==> config.mk <==
export PLATFORM = sky130hd
export DESIGN_NAME = stbp_cell
export DESIGN_NICKNAME = d
export VERILOG_FILES = /design/src/hdl/stbp_pkg.sv /design/src/hdl/stbp_cell.sv
export SDC_FILE = /design/constraint.sdc
export NUM_CORES = 1
export LEC_CHECK = 0
export ABC_AREA = 0
export BUFFER_PORTS_ARGS = -buffer_cell sky130_fd_sc_hd__buf_2
export CORE_UTILIZATION = 40
export DETAILED_ROUTE_END_ITERATION = 8
export GPL_TIMING_DRIVEN = 1
export PLACE_DENSITY = 0.77
export REMOVE_ABC_BUFFERS = 1
export SLEW_MARGIN = 10
export SYNTH_ARGS = -nofsm -noshare
export SYNTH_HDL_FRONTEND = slang
export SYNTH_SLANG_ARGS = --single-unit
==> constraint.sdc <==
create_clock -name i_clk -period 2.1 [get_ports i_clk]
set_input_delay 0.21 -clock i_clk [delete_from_list [all_inputs] [get_ports i_clk]]
set_output_delay 0.21 -clock i_clk [all_outputs]
set_load 0.02 [all_outputs]
==> src/hdl/stbp_pkg.sv <==
// ----------------------------------------------------------------------------
// Sticky-taken branch predictor: package
// Sizes, reset values and the types passed along the chain of table cells.
// ----------------------------------------------------------------------------
package stbp_pkg;

    // Table depth and the address bits that take part in the comparison.
    localparam int TABLE_ENTRIES = 64;
    localparam int ADDRESS_BITS  = 48;

    // Fixed field widths of the ports.
    localparam int IN_W       = 48;
    localparam int KEY_W      = (ADDRESS_BITS < IN_W) ? ADDRESS_BITS : IN_W;
    localparam int WINDOW_W   = 16;
    localparam int COUNT_W    = 32;
    localparam int RESULT_W   = 3 + 3 * COUNT_W;
    localparam int OUT_DATA_W = ((RESULT_W + 7) / 8) * 8;

    localparam logic [WINDOW_W-1:0] WINDOW_RESET = WINDOW_W'(15);
    localparam logic [COUNT_W-1:0]  COUNT_MAX    = {COUNT_W{1'b1}};

    typedef logic [KEY_W-1:0] t_key;

    // Search wave that travels from cell to cell, one cell per cycle.
    typedef struct packed {
        logic tok;
        logic hit_cur;
        logic hit_prev;
    } t_wave;

    // One table entry, shifted toward the tail on insertion.
    typedef struct packed {
        logic valid;
        t_key addr;
    } t_entry;

endpackage

==> src/hdl/stbp_cell.sv <==
// ----------------------------------------------------------------------------
// Sticky-taken branch predictor: table cell
// Holds one taken-source entry, checks the passing search wave against it and
// shifts its entry to the next cell when a new source is inserted.
// ----------------------------------------------------------------------------
module stbp_cell (
    input  logic            i_clk,
    input  logic            i_rst_n,
    input  stbp_pkg::t_key  i_key_cur,
    input  stbp_pkg::t_key  i_key_prev,
    input  stbp_pkg::t_wave i_wave,
    output stbp_pkg::t_wave o_wave,
    input  logic            i_shift,
    input  stbp_pkg::t_entry i_entry,
    output stbp_pkg::t_entry o_entry
);

    logic            r_valid;
    stbp_pkg::t_key  r_addr;
    stbp_pkg::t_wave r_wave;
    stbp_pkg::t_wave n_wave;
    logic            w_match_cur;
    logic            w_match_prev;

    // Compare both search keys against the stored entry.
    assign w_match_cur  = r_valid && (r_addr == i_key_cur);
    assign w_match_prev = r_valid && (r_addr == i_key_prev);

    // Fold this cell's matches into the wave as it passes.
    always_comb begin
        n_wave.tok      = i_wave.tok;
        n_wave.hit_cur  = i_wave.tok & (i_wave.hit_cur | w_match_cur);
        n_wave.hit_prev = i_wave.tok & (i_wave.hit_prev | w_match_prev);
    end

    always_ff @(posedge i_clk) begin
        if (!i_rst_n) begin
            r_wave <= '0;
        end else begin
            r_wave <= n_wave;
        end
    end

    // Valid bit is cleared by reset; the address is plain payload.
    always_ff @(posedge i_clk) begin
        if (!i_rst_n) begin
            r_valid <= 1'b0;
        end else if (i_shift) begin
            r_valid <= i_entry.valid;
        end
    end

    always_ff @(posedge i_clk) begin
        if (i_shift) begin
            r_addr <= i_entry.addr;
        end
    end

    assign o_wave        = r_wave;
    assign o_entry.valid = r_valid;
    assign o_entry.addr  = r_addr;

endmodule

Yosys cells after proc, flatten, opt, wreduce, memory -nomap -nowiden. Index checks and enable logic that the tools add are counted.

Register bits: 52. Bits of input ports: 151. Output and inout port bits: 52. Word-level logic and storage cells: 13.

Equality and inequality tests: 2. Bitwise gates (word level): 4. Reductions and logical operators: 2.

Operators with widths (number): $eq 48x48->1 (2); $and 1x1->1 (2); $logic_and 1x1->1 (2); $or 1x1->1 (2).

Longest topological paths before layout. Gate-level depths: netlist of the first run.

Depth after elaboration: 4. Gate-level depth with buffers: 5. Depth with buffers taken out: 5.

Worst setup path before layout of the first run. Ideal clock, no wire load.

Path kind: register to register. From: register r_addr[38]. To: register r_wave, in the netlist o_wave[0]. Setup time: 68 ps. Arrival: 1575 ps. Required time: 2032 ps. Path slack: 457 ps. Stages on the path, launching flop included: 6. Path buffers: 0. Clock period less this slack: 1643 ps. Path through: edfxtp_1 -> xor2_1 -> or4_1 -> nor4_2 -> nand4_1 -> o2bb2ai_2.

Cells in the longest elaborated chain, start to end: 4.

RTL lines: start, declared (line stbp_cell.sv:19) `stbp_pkg::t_key r_addr;`; start signal, assigned (line stbp_cell.sv:55) `r_addr <= i_entry.addr;`; $eq 48x48->1 (line stbp_cell.sv:27) `assign w_match_prev = r_valid && (r_addr == i_key_prev);`; $logic_and 1x1->1 (line stbp_cell.sv:27); $or 1x1->1 (line stbp_cell.sv:33) `n_wave.hit_prev = i_wave.tok & (i_wave.hit_prev | w_match_prev);`; $and 1x1->1 (line stbp_cell.sv:33); end signal, assigned (line stbp_cell.sv:40) `r_wave <= n_wave;`; end, declared (line stbp_cell.sv:20) `stbp_pkg::t_wave r_wave;`.

Every way passes these cells. A chain may end at the register's enable or synchronous reset.

Worst setup path after layout of the first run.
From: register r_addr[42]. To: register r_wave, in the netlist o_wave[0].

The elaborated chain is that of the path after synthesis.

==> results.yml, run 1 <==
detailed_routing:
  detail_route.vias_per_cell: 4.77
  wl_mm: 7.93
  wl_per_cell_um: 16.2
  route.detailed.drc: 24
  ant_nets: 0
  vias: 2330
  firstDrtPassIters: 6
  dr.first_iter.drc_count: 94
min_path:
  hold_start: "i_entry[43]"
  min_to: "r_addr[43]$_DFFE_PP_"
  min_path_cells: 1
  hp-class: "in2reg"
clock_network:
  htree_levels: 2
  cts-root-buf: "clkbuf_8"
  ctsHoldBuffers: 0
  path_clk_slew_ps: 90
  post_cts_buffers: 0
  cts_sinks: 52
  cts_max_path_buffers: 2
  cts-resized-gates: 0
  cts_tree: "done"
  cts_made_buffers: 5
  insertion_delay_ps: 300
grt:
  grt_max_degree: 30
  use_met1_pct: 24.9
  overflow: 0
  grt.busiest_layer: "met2"
  antenna_found_initial: 1
  grt_use_total_pct: 22.0
  first_global_vias: 2385
  use_met2_pct: 40.8
  grt_pass1_wl_mm: 11.5
  use_met3_pct: 6.53
finish:
  drive_above_1_share_pct: 52.1
  finish.instance_area_um2: 3910
  fillers: 562
  diodes: 0
  multiInputGateArea_um2: 1110
  nNetsFinal: 561
  area_growth_pct: 45.8
  regArea_um2: 1520
worst_setup_path:
  crit_arrival_ps: 1970
  critPathMaxFanout: 3
  criticalPathCategory: "reg2reg"
  rr_endpoint: "o_wave[0]$_SDFF_PN0_"
  cpPeakStageDelay_ps: 500
  r2r_setup_slack_ps: 370
  cp-end-kind: "register"
  r2r_cells: 5
  r2r_start: "r_addr[42]$_DFFE_PP_"
  crit_family: "simple AND/OR/NAND/NOR gates"
  slowest_stage: "nor4_1"
  timing.critical_path.buf_inv: 0
  cp.required_ps: 2340
  cp-start-kind: "register"
  cp_cell_sequence: "xnor2_1, o221ai_1, nor4_1, nand4_1, o2bb2ai_2"
power:
  ir_worst_vdd_uv: 356
  clockPowerShare_pct: 26.3
  p_int_mw: 1.86
  p_seq_share_pct: 50.6
  p_per_area_nw_per_um2: 659
  leakage_nw: 1.77
  p_sw_uw: 716
  pwr-share-comb_pct: 23.1
  p_sw_share_pct: 27.8
timing:
  rsz0062_at_grt: "false"
  fin_crit_sh_pct: 82.2
  slew_viol_final: 0
  fin_worst_skew_ps: 7.08
  max-slew-margin-rel_pct: 63.2
  worstMarginPinSlew_ps: 548
  max_freq_mhz: 579
  finalSetupViolCount: 0
  finalSetupTns_ps: 0
  fin_crit_ps: 1730
  hold_viol_final: 0
synthesis:
  synth_xor_xnor_area_share_pct: 27.1
  ys_types: 31
  ys_seq_area_share_pct: 56.7
  synth_fa_ha_area_share_pct: 0
  synth_top_cell_by_area: "edfxtp_1"
  ys.warnings.count: 0
  synthCells: 201
  ys_ff_latch: 52
  synth_top_family_by_area: "XOR/XNOR gates"
  synth_compound_area_share_pct: 4.43
  synth_edf_count: 48
  yosysTopAreaCellShare_pct: 53.8
  synth-main-ff-cell: "edfxtp_1"
  synth_area_per_cell_um2: 13.3
  yosys.area_share.simple_pct: 9.38
  synth_area_leaders: "edfxtp_1 (54%), xor2_1 (14%), xnor2_1 (13%)"
  netlist_area_um2: 2680
  async_reset_ff_share_pct: 0
  synth_mux_area_share_pct: 0.373
die:
  core_area_um2: 6420
  ios: 203
  initial_core_util_pct: 41.7
  die_h_um: 83.9
  die_width_um: 83.9
  dieArea_um2: 7040
  fp-row-count: 29
flow_run:
  drv_cap: 0
run_status:
  status: "finished with violations"
  violations: "DRC"
placement:
  placedInstanceArea_um2: 3800
  port_buffers: 202
  hpwl_mm: 6.71
  gp_congestion: 0.789
==> worst register-to-register path: stages, from the launching register on <==
cell and delay [ps]:
edfxtp_1 450, xnor2_1 200, o221ai_1 160, nor4_1 500, nand4_1 200, o2bb2ai_2 160
==> area by class of cell <==
type | instances | share of cell area (%)
Multi-Input combinational cell | 136 | 28.3
Timing Repair Buffer | 203 | 26.4
Tap cell | 77 | 2.46
Clock inverter | 2 | 0.896
Clock buffer | 6 | 1.86
Sequential cell | 52 | 38.9
Inverter | 12 | 1.15
==> cells by family after synthesis <==
family                 count (synthesis)
multiplexers                           1
buffers and inverters                 13
AO/OA/AOI/OAI                         14
XOR/XNOR                              83
AND/OR/NAND/NOR                       38
flip-flops                            52
==> cells in the final DEF, fill, tap and decap left out, types with 2 or more instances in the layout <==
master | netlist | routed
xnor2_1 | 39 | 39
nor3_1 | 2 | 2
nand2b_1 | 3 | 3
buf_2 | 0 | 202
o22ai_1 | 4 | 4
nor4_1 | 11 | 11
dfxtp_1 | 4 | 4
inv_1 | 11 | 11
nand4_1 | 12 | 12
edfxtp_1 | 48 | 48
clkbuf_8 | 0 | 5
a22o_1 | 2 | 2
nor4_2 | 2 | 2
xor2_1 | 44 | 44
==> power groups by stage <==
stage | Sequential (mW) | Clock [mW] | Combinational [mW]
global route | 1.32 | 0.733 | 0.639
detailed placement | 1.33 | 0 | 0.600
CTS | 1.30 | 0.698 | 0.602
finish | 1.30 | 0.678 | 0.596
floorplan | 1.42 | 0 | 0.197
global placement | 1.32 | 0 | 0.593
==> metrics by stage <==
stage	power [mW]	worst slack (ps)	util (%)	hold slack, ps	cells
2_1_floorplan	1.61	457	-	309	200
3_3_place_gp	1.92	352	59.2	386	480
3_5_place_dp	1.93	436	59.2	388	480
4_1_cts	2.61	383	60.9	67.2	488
5_1_grt	2.69	266	60.9	59.7	488
6_report	2.58	374	60.9	78.4	488
==> registers in the layout (all words and copies together), names as in the netlist <==
register and count:
o_wave 3, r_addr 48, r_valid 1
==> metal layers <==
metal | routed length, um | part of all wire (%)
met5 | 0 | 0
met4 | 60 | 0.76
met3 | 723 | 9.1
met2 | 4130 | 52
met1 | 3010 | 38
==> cells in the mapped netlist, types with 2 or more instances <==
cell type / count
edfxtp_1: 48
xor2_1: 44
xnor2_1: 39
nand4_1: 12
inv_1: 11
nor4_1: 11
dfxtp_1: 4
o22ai_1: 4
nand2b_1: 3
a22o_1: 2
nor3_1: 2
nor4_2: 2
==> how the worst max path moves through the flow <==
stage / start / end / slack (ps) / cells after the start
5_1_grt: r_addr[4]$_DFFE_PP_ / o_wave[0]$_SDFF_PN0_ / 270 / 5
3_5_place_dp: r_addr[4]$_DFFE_PP_ / o_wave[0]$_SDFF_PN0_ / 440 / 5
6_report: r_addr[42]$_DFFE_PP_ / o_wave[0]$_SDFF_PN0_ / 370 / 5
2_1_floorplan: r_addr[38]$_DFFE_PP_ / o_wave[0]$_SDFF_PN0_ / 460 / 5
4_1_cts: r_addr[4]$_DFFE_PP_ / o_wave[0]$_SDFF_PN0_ / 380 / 5
3_3_place_gp: r_addr[4]$_DFFE_PP_ / o_wave[0]$_SDFF_PN0_ / 350 / 5
No activity file was read; power rests on OpenSTA's default activity.
==> run 2: changes to the inputs <==
- clock period: 2.1 -> 1.7 ns (I/O delays scaled with it)
==> run 2 against run 1 <==
Against the previous run:
- the flow still finishes with violations (DRC)
- largest power group unchanged
- first-iteration DRC count shrank 13%
- maximum frequency grew 5.0%
- non-clock buffer count grew 5
- critical path type unchanged
- combinational power grew 27%
- sequential power grew 24%
- wire length grew 1.7%
==> results.yml, run 2 (synthesis results as in run 1) <==
finish:
  fillers: 553
  final_common_cell: "buf_2"
  nNetsFinal: 566
  largest_register_ffs: 48
  regArea_um2: 1520
  layout_common_cells: "buf_2 (202), edfxtp_1 (48), xor2_1 (44)"
  multiInputGateArea_um2: 1120
  largest_register: "r_addr"
  area_growth_pct: 46.7
  diodes: 0
  drive_above_1_share_pct: 53.1
power:
  p_per_area_nw_per_um2: 776
  clockPowerShare_pct: 22.6
  p_sw_share_pct: 29.5
  leakage_nw: 1.78
  ir_worst_vdd_uv: 405
  p_sw_uw: 901
  pwr-share-comb_pct: 24.8
  p_int_mw: 2.15
  p_seq_share_pct: 52.6
timing:
  hold_viol_final: 0
  finalSetupViolCount: 0
  worstMarginPinSlew_ps: 498
  fin_crit_sh_pct: 96.6
  holdWs_ps: 31.6
  max_freq_mhz: 609
  max-slew-margin-rel_pct: 66.5
  rsz0062_at_grt: "false"
  slew_viol_final: 0
  fin_worst_skew_ps: 8.32
  fin_crit_ps: 1640
  finalSetupTns_ps: 0
detailed_routing:
  wl_mm: 8.06
  ant_nets: 0
  detail_route.vias_per_cell: 4.83
  vias: 2380
  route.detailed.drc: 24
  dr.first_iter.drc_count: 82
  wl_per_cell_um: 16.4
  firstDrtPassIters: 6
clock_network:
  cts-resized-gates: 0
  cts-root-buf: "clkbuf_8"
  cts_max_path_buffers: 2
  post_cts_buffers: 0
  cts_sinks: 52
  cts_made_buffers: 5
  ctsHoldBuffers: 0
  cts_tree: "done"
  path_clk_slew_ps: 100
  htree_levels: 2
  insertion_delay_ps: 300
grt:
  overflow: 0
  use_met1_pct: 24.3
  grt_use_total_pct: 23.5
  grt.busiest_layer: "met2"
  grt_pass1_wl_mm: 12.2
  use_met3_pct: 6.63
  use_met2_pct: 45.9
  first_global_vias: 2521
  grt_max_degree: 50
  antenna_found_initial: 0
die:
  dieArea_um2: 7040
  die_width_um: 83.9
  initial_core_util_pct: 41.7
  core_area_um2: 6420
  fp-row-count: 29
  ios: 203
  die_h_um: 83.9
worst_setup_path:
  crit_arrival_ps: 1890
  cp.required_ps: 1940
  cp-end-kind: "register"
  cp-start-kind: "register"
  criticalPathCategory: "reg2reg"
  critPathMaxFanout: 2
min_path:
  hp-class: "in2reg"
run_status:
  violations: "DRC"
  status: "finished with violations"
flow_run:
  drv_cap: 0
placement:
  gp_congestion: 0.793
  hpwl_mm: 6.83
  port_buffers: 202
run 2: cell types whose count changed in the layout (fill, tap and decap cells not counted), sizes merged:
cell and delta:
buf +5, bufinv -1, clkinv +2, clkbuf -1
run 2: path summary, 6_finish.rpt:
path	from	to	slack, ps	cells past startpoint
hold reg to reg	r_valid$_SDFFE_PN0P_	r_valid$_SDFFE_PN0P_	540	2
hold / removal	i_entry[19]	r_addr[19]$_DFFE_PP_	30	1
setup reg to reg	r_addr[38]$_DFFE_PP_	o_wave[0]$_SDFF_PN0_	60	5
setup / recovery	r_addr[38]$_DFFE_PP_	o_wave[0]$_SDFF_PN0_	60	5
run 2: cell type report:
| type | count | area share (%) |
|---|---|---|
| Timing Repair Buffer | 208 | 27.2 |
| Clock buffer | 5 | 1.75 |
| Multi-Input combinational cell | 136 | 28.5 |
| Sequential cell | 52 | 38.7 |
| Clock inverter | 3 | 0.350 |
| Tap cell | 77 | 2.45 |
| Inverter | 12 | 1.15 |
run 2: power groups by stage:
stage,sequential [mW],combinational [mW],clock [mW]
finish,1.61,0.758,0.691
global route,1.62,0.817,0.757
CTS,1.61,0.764,0.711
detailed placement,1.64,0.760,0
global placement,1.63,0.754,0
floorplan,1.75,0.243,0
run 2: per-stage QoR:
| stage | std cells | util, % | total power, mW | instance area, um2 | setup slack, ps |
|---|---|---|---|---|---|
| 2_1_floorplan | 200 | - | 1.99 | 2670 | 56.8 |
| 3_3_place_gp | 485 | 59.8 | 2.38 | 3840 | 109 |
| 3_5_place_dp | 485 | 59.8 | 2.40 | 3840 | 50.5 |
| 4_1_cts | 493 | 61.1 | 3.08 | 3920 | 9.94 |
| 5_1_grt | 493 | 61.3 | 3.20 | 3930 | 24.2 |
| 6_report | 493 | 61.3 | 3.05 | 3930 | 57.0 |
run 2: worst max-delay path: stages (launching register included):
cell and delay [ps]:
edfxtp_1 420, xor2_1 180, or4_1 530, nor4_2 170
nand4_1 140, o2bb2ai_2 150
run 2: metal layers:
layer  vias up  part of all wire (%)
met1      1085                    36
met3         7                   8.3
met5         -                     0
met2       125                    54
li1       1163                     -
met4         0                  0.95
==> run 3: changes to the inputs <==
- BUFFER_PORTS_ARGS: -buffer_cell sky130_fd_sc_hd__buf_2 -> -buffer_cell sky130_fd_sc_hd__buf_4
- CORE_MARGIN: default -> 3
==> run 3 against run 2 <==
Against the previous run:
- maximum frequency increased by 4.4%
- critical path depth unchanged
- largest power group unchanged
- the run now ends clean
- clock power increased by 20%
- sequential share of layout area decreased by 4.5 points
- count of clock-buffer cells in the layout unchanged
- worst setup slack improved by 69 ps
- design area increased by 13%
- power increased by 9.5%
- highest routed layer unchanged
==> results.yml, run 3 (synthesis results as in run 1) <==
min_path:
  min_path_cells: 1
  hp-class: "in2reg"
  min_to: "r_addr[8]$_DFFE_PP_"
  hold_start: "i_entry[8]"
finish:
  final_core_util_pct: 69.4
  final_common_cell: "buf_4"
  area_growth_pct: 66.3
  layout_common_cells: "buf_4 (207), edfxtp_1 (48), xor2_1 (44)"
  diodes: 0
  drive_above_1_share_pct: 52.6
  largest_register_ffs: 48
  nNetsFinal: 566
  largest_register: "r_addr"
clock_network:
  cts_tree: "done"
  cts_sinks: 52
  post_cts_buffers: 0
  insertion_delay_ps: 300
  path_clk_slew_ps: 100
  cts-root-buf: "clkbuf_8"
  cts_max_path_buffers: 2
  htree_levels: 2
  cts_made_buffers: 5
grt:
  antenna_found_initial: 0
  overflow: 0
  first_global_vias: 2502
  grt_max_degree: 35
  grt_use_total_pct: 21.3
  grt_pass1_wl_mm: 12.1
worst_setup_path:
  cp-end-kind: "register"
  cp-start-kind: "register"
  cp_cell_sequence: "xor2_1, a221o_1, nor4_1, nand4_1, o2bb2ai_2"
  critPathMaxFanout: 3
  r2r_setup_slack_ps: 130
  cpPeakStageDelay_ps: 450
  criticalPathCategory: "reg2reg"
  crit_arrival_ps: 1810
  r2r_cells: 5
  cp.required_ps: 1940
  r2r_start: "r_addr[33]$_DFFE_PP_"
  rr_endpoint: "o_wave[0]$_SDFF_PN0_"
  slowest_stage: "edfxtp_1"
power:
  p_int_mw: 2.45
  p_sw_uw: 894
  pwr-share-comb_pct: 27.1
  p_per_area_nw_per_um2: 750
  clockPowerShare_pct: 24.7
  ir_worst_vdd_uv: 469
  leakage_nw: 1.97
  p_sw_share_pct: 26.8
  p_seq_share_pct: 48.2
placement:
  port_buffers: 202
  gp_congestion: 0.808
  hpwl_mm: 7.51
detailed_routing:
  vias: 2367
  route.detailed.drc: 0
  firstDrtPassIters: 4
  wl_per_cell_um: 17.8
  wl_mm: 8.75
  detail_route.vias_per_cell: 4.80
  ant_nets: 0
  dr.first_iter.drc_count: 59
die:
  die_width_um: 87.9
  core_area_um2: 6420
  ios: 203
  die_h_um: 87.9
  dieArea_um2: 7720
  fp-row-count: 29
  initial_core_util_pct: 41.7
timing:
  fin_crit_sh_pct: 92.6
  rsz0062_at_grt: "false"
  max_freq_mhz: 635
  fin_crit_ps: 1570
  hold_viol_final: 0
  worstMarginPinSlew_ps: 442
  finalSetupViolCount: 0
  slew_viol_final: 0
  fin_worst_skew_ps: 7.77
  max-slew-margin-rel_pct: 70.3
  finalSetupTns_ps: 0
run_status:
  status: "complete, no violations"
flow_run:
  drv_cap: 0
-- run 3: power groups by stage --
stage          combinational (mW)  clock, mW  sequential (mW)
2_1_floorplan               0.243          0             1.75
3_3_place_gp                0.905          0             1.63
3_5_place_dp                0.912          0             1.64
4_1_cts                     0.915      0.855             1.61
5_1_grt                     0.969      0.897             1.63
6_report                    0.905      0.827             1.61
-- run 3: worst max path at each step --
stage                                 to            startpoint  cells past startpoint
floorplan           o_wave[0]$_SDFF_PN0_  r_addr[38]$_DFFE_PP_                      5
CTS                 o_wave[0]$_SDFF_PN0_   r_addr[4]$_DFFE_PP_                      5
finish              o_wave[0]$_SDFF_PN0_  r_addr[33]$_DFFE_PP_                      5
detailed placement  o_wave[0]$_SDFF_PN0_   r_addr[4]$_DFFE_PP_                      5
global placement    o_wave[0]$_SDFF_PN0_   r_addr[4]$_DFFE_PP_                      5
global route        o_wave[0]$_SDFF_PN0_  r_addr[33]$_DFFE_PP_                      5
-- run 3: final cells by class --
type	count	area (um2)
clock buffer	5	68.8
clock inverter	3	37.5
fill	492	1960
inverter	12	45.0
multi-input combinational	136	1110
sequential	52	1520
tap	77	96.3
timing repair buffer	208	1570
-- run 3: worst max-delay path, delay by kind of cell (launching register included) --
kind	cells	cell delay (ps)
DFF	1	450
and+or+nand+nor	2	440
AOI/OAI and AO/OA	2	420
xor gates and xnor gates	1	180
-- run 3: routing by layer --
layer	track usage [%]	wire length (um)	vias up
li1	-	-	1157
met1	22.9	3040	1052
met2	38.5	4560	142
met3	7.34	925	16
met4	7.81	228	0
met5	0	0	-
-- run 3: per-stage QoR --
stage | cells | total power, mW | setup slack (ps) | hold slack (ps) | area (um2)
finish | 493 | 3.34 | 126 | 34.7 | 4460
detailed placement | 485 | 2.55 | 126 | 349 | 4340
global route | 493 | 3.49 | 19.0 | 19.1 | 4460
global placement | 485 | 2.54 | 144 | 348 | 4340
floorplan | 200 | 1.99 | 56.8 | 269 | 2670
CTS | 493 | 3.38 | 65.8 | 24.0 | 4450
-- run 3: repair_timing --
| item | in CTS | in global routing |
|---|---|---|
| hold buffers | 0 | 0 |
| gates resized for setup | 0 | 1 |
| endpoints found under the hold margin | 0 | 0 |
| endpoints found under the setup margin | 0 | 1 |
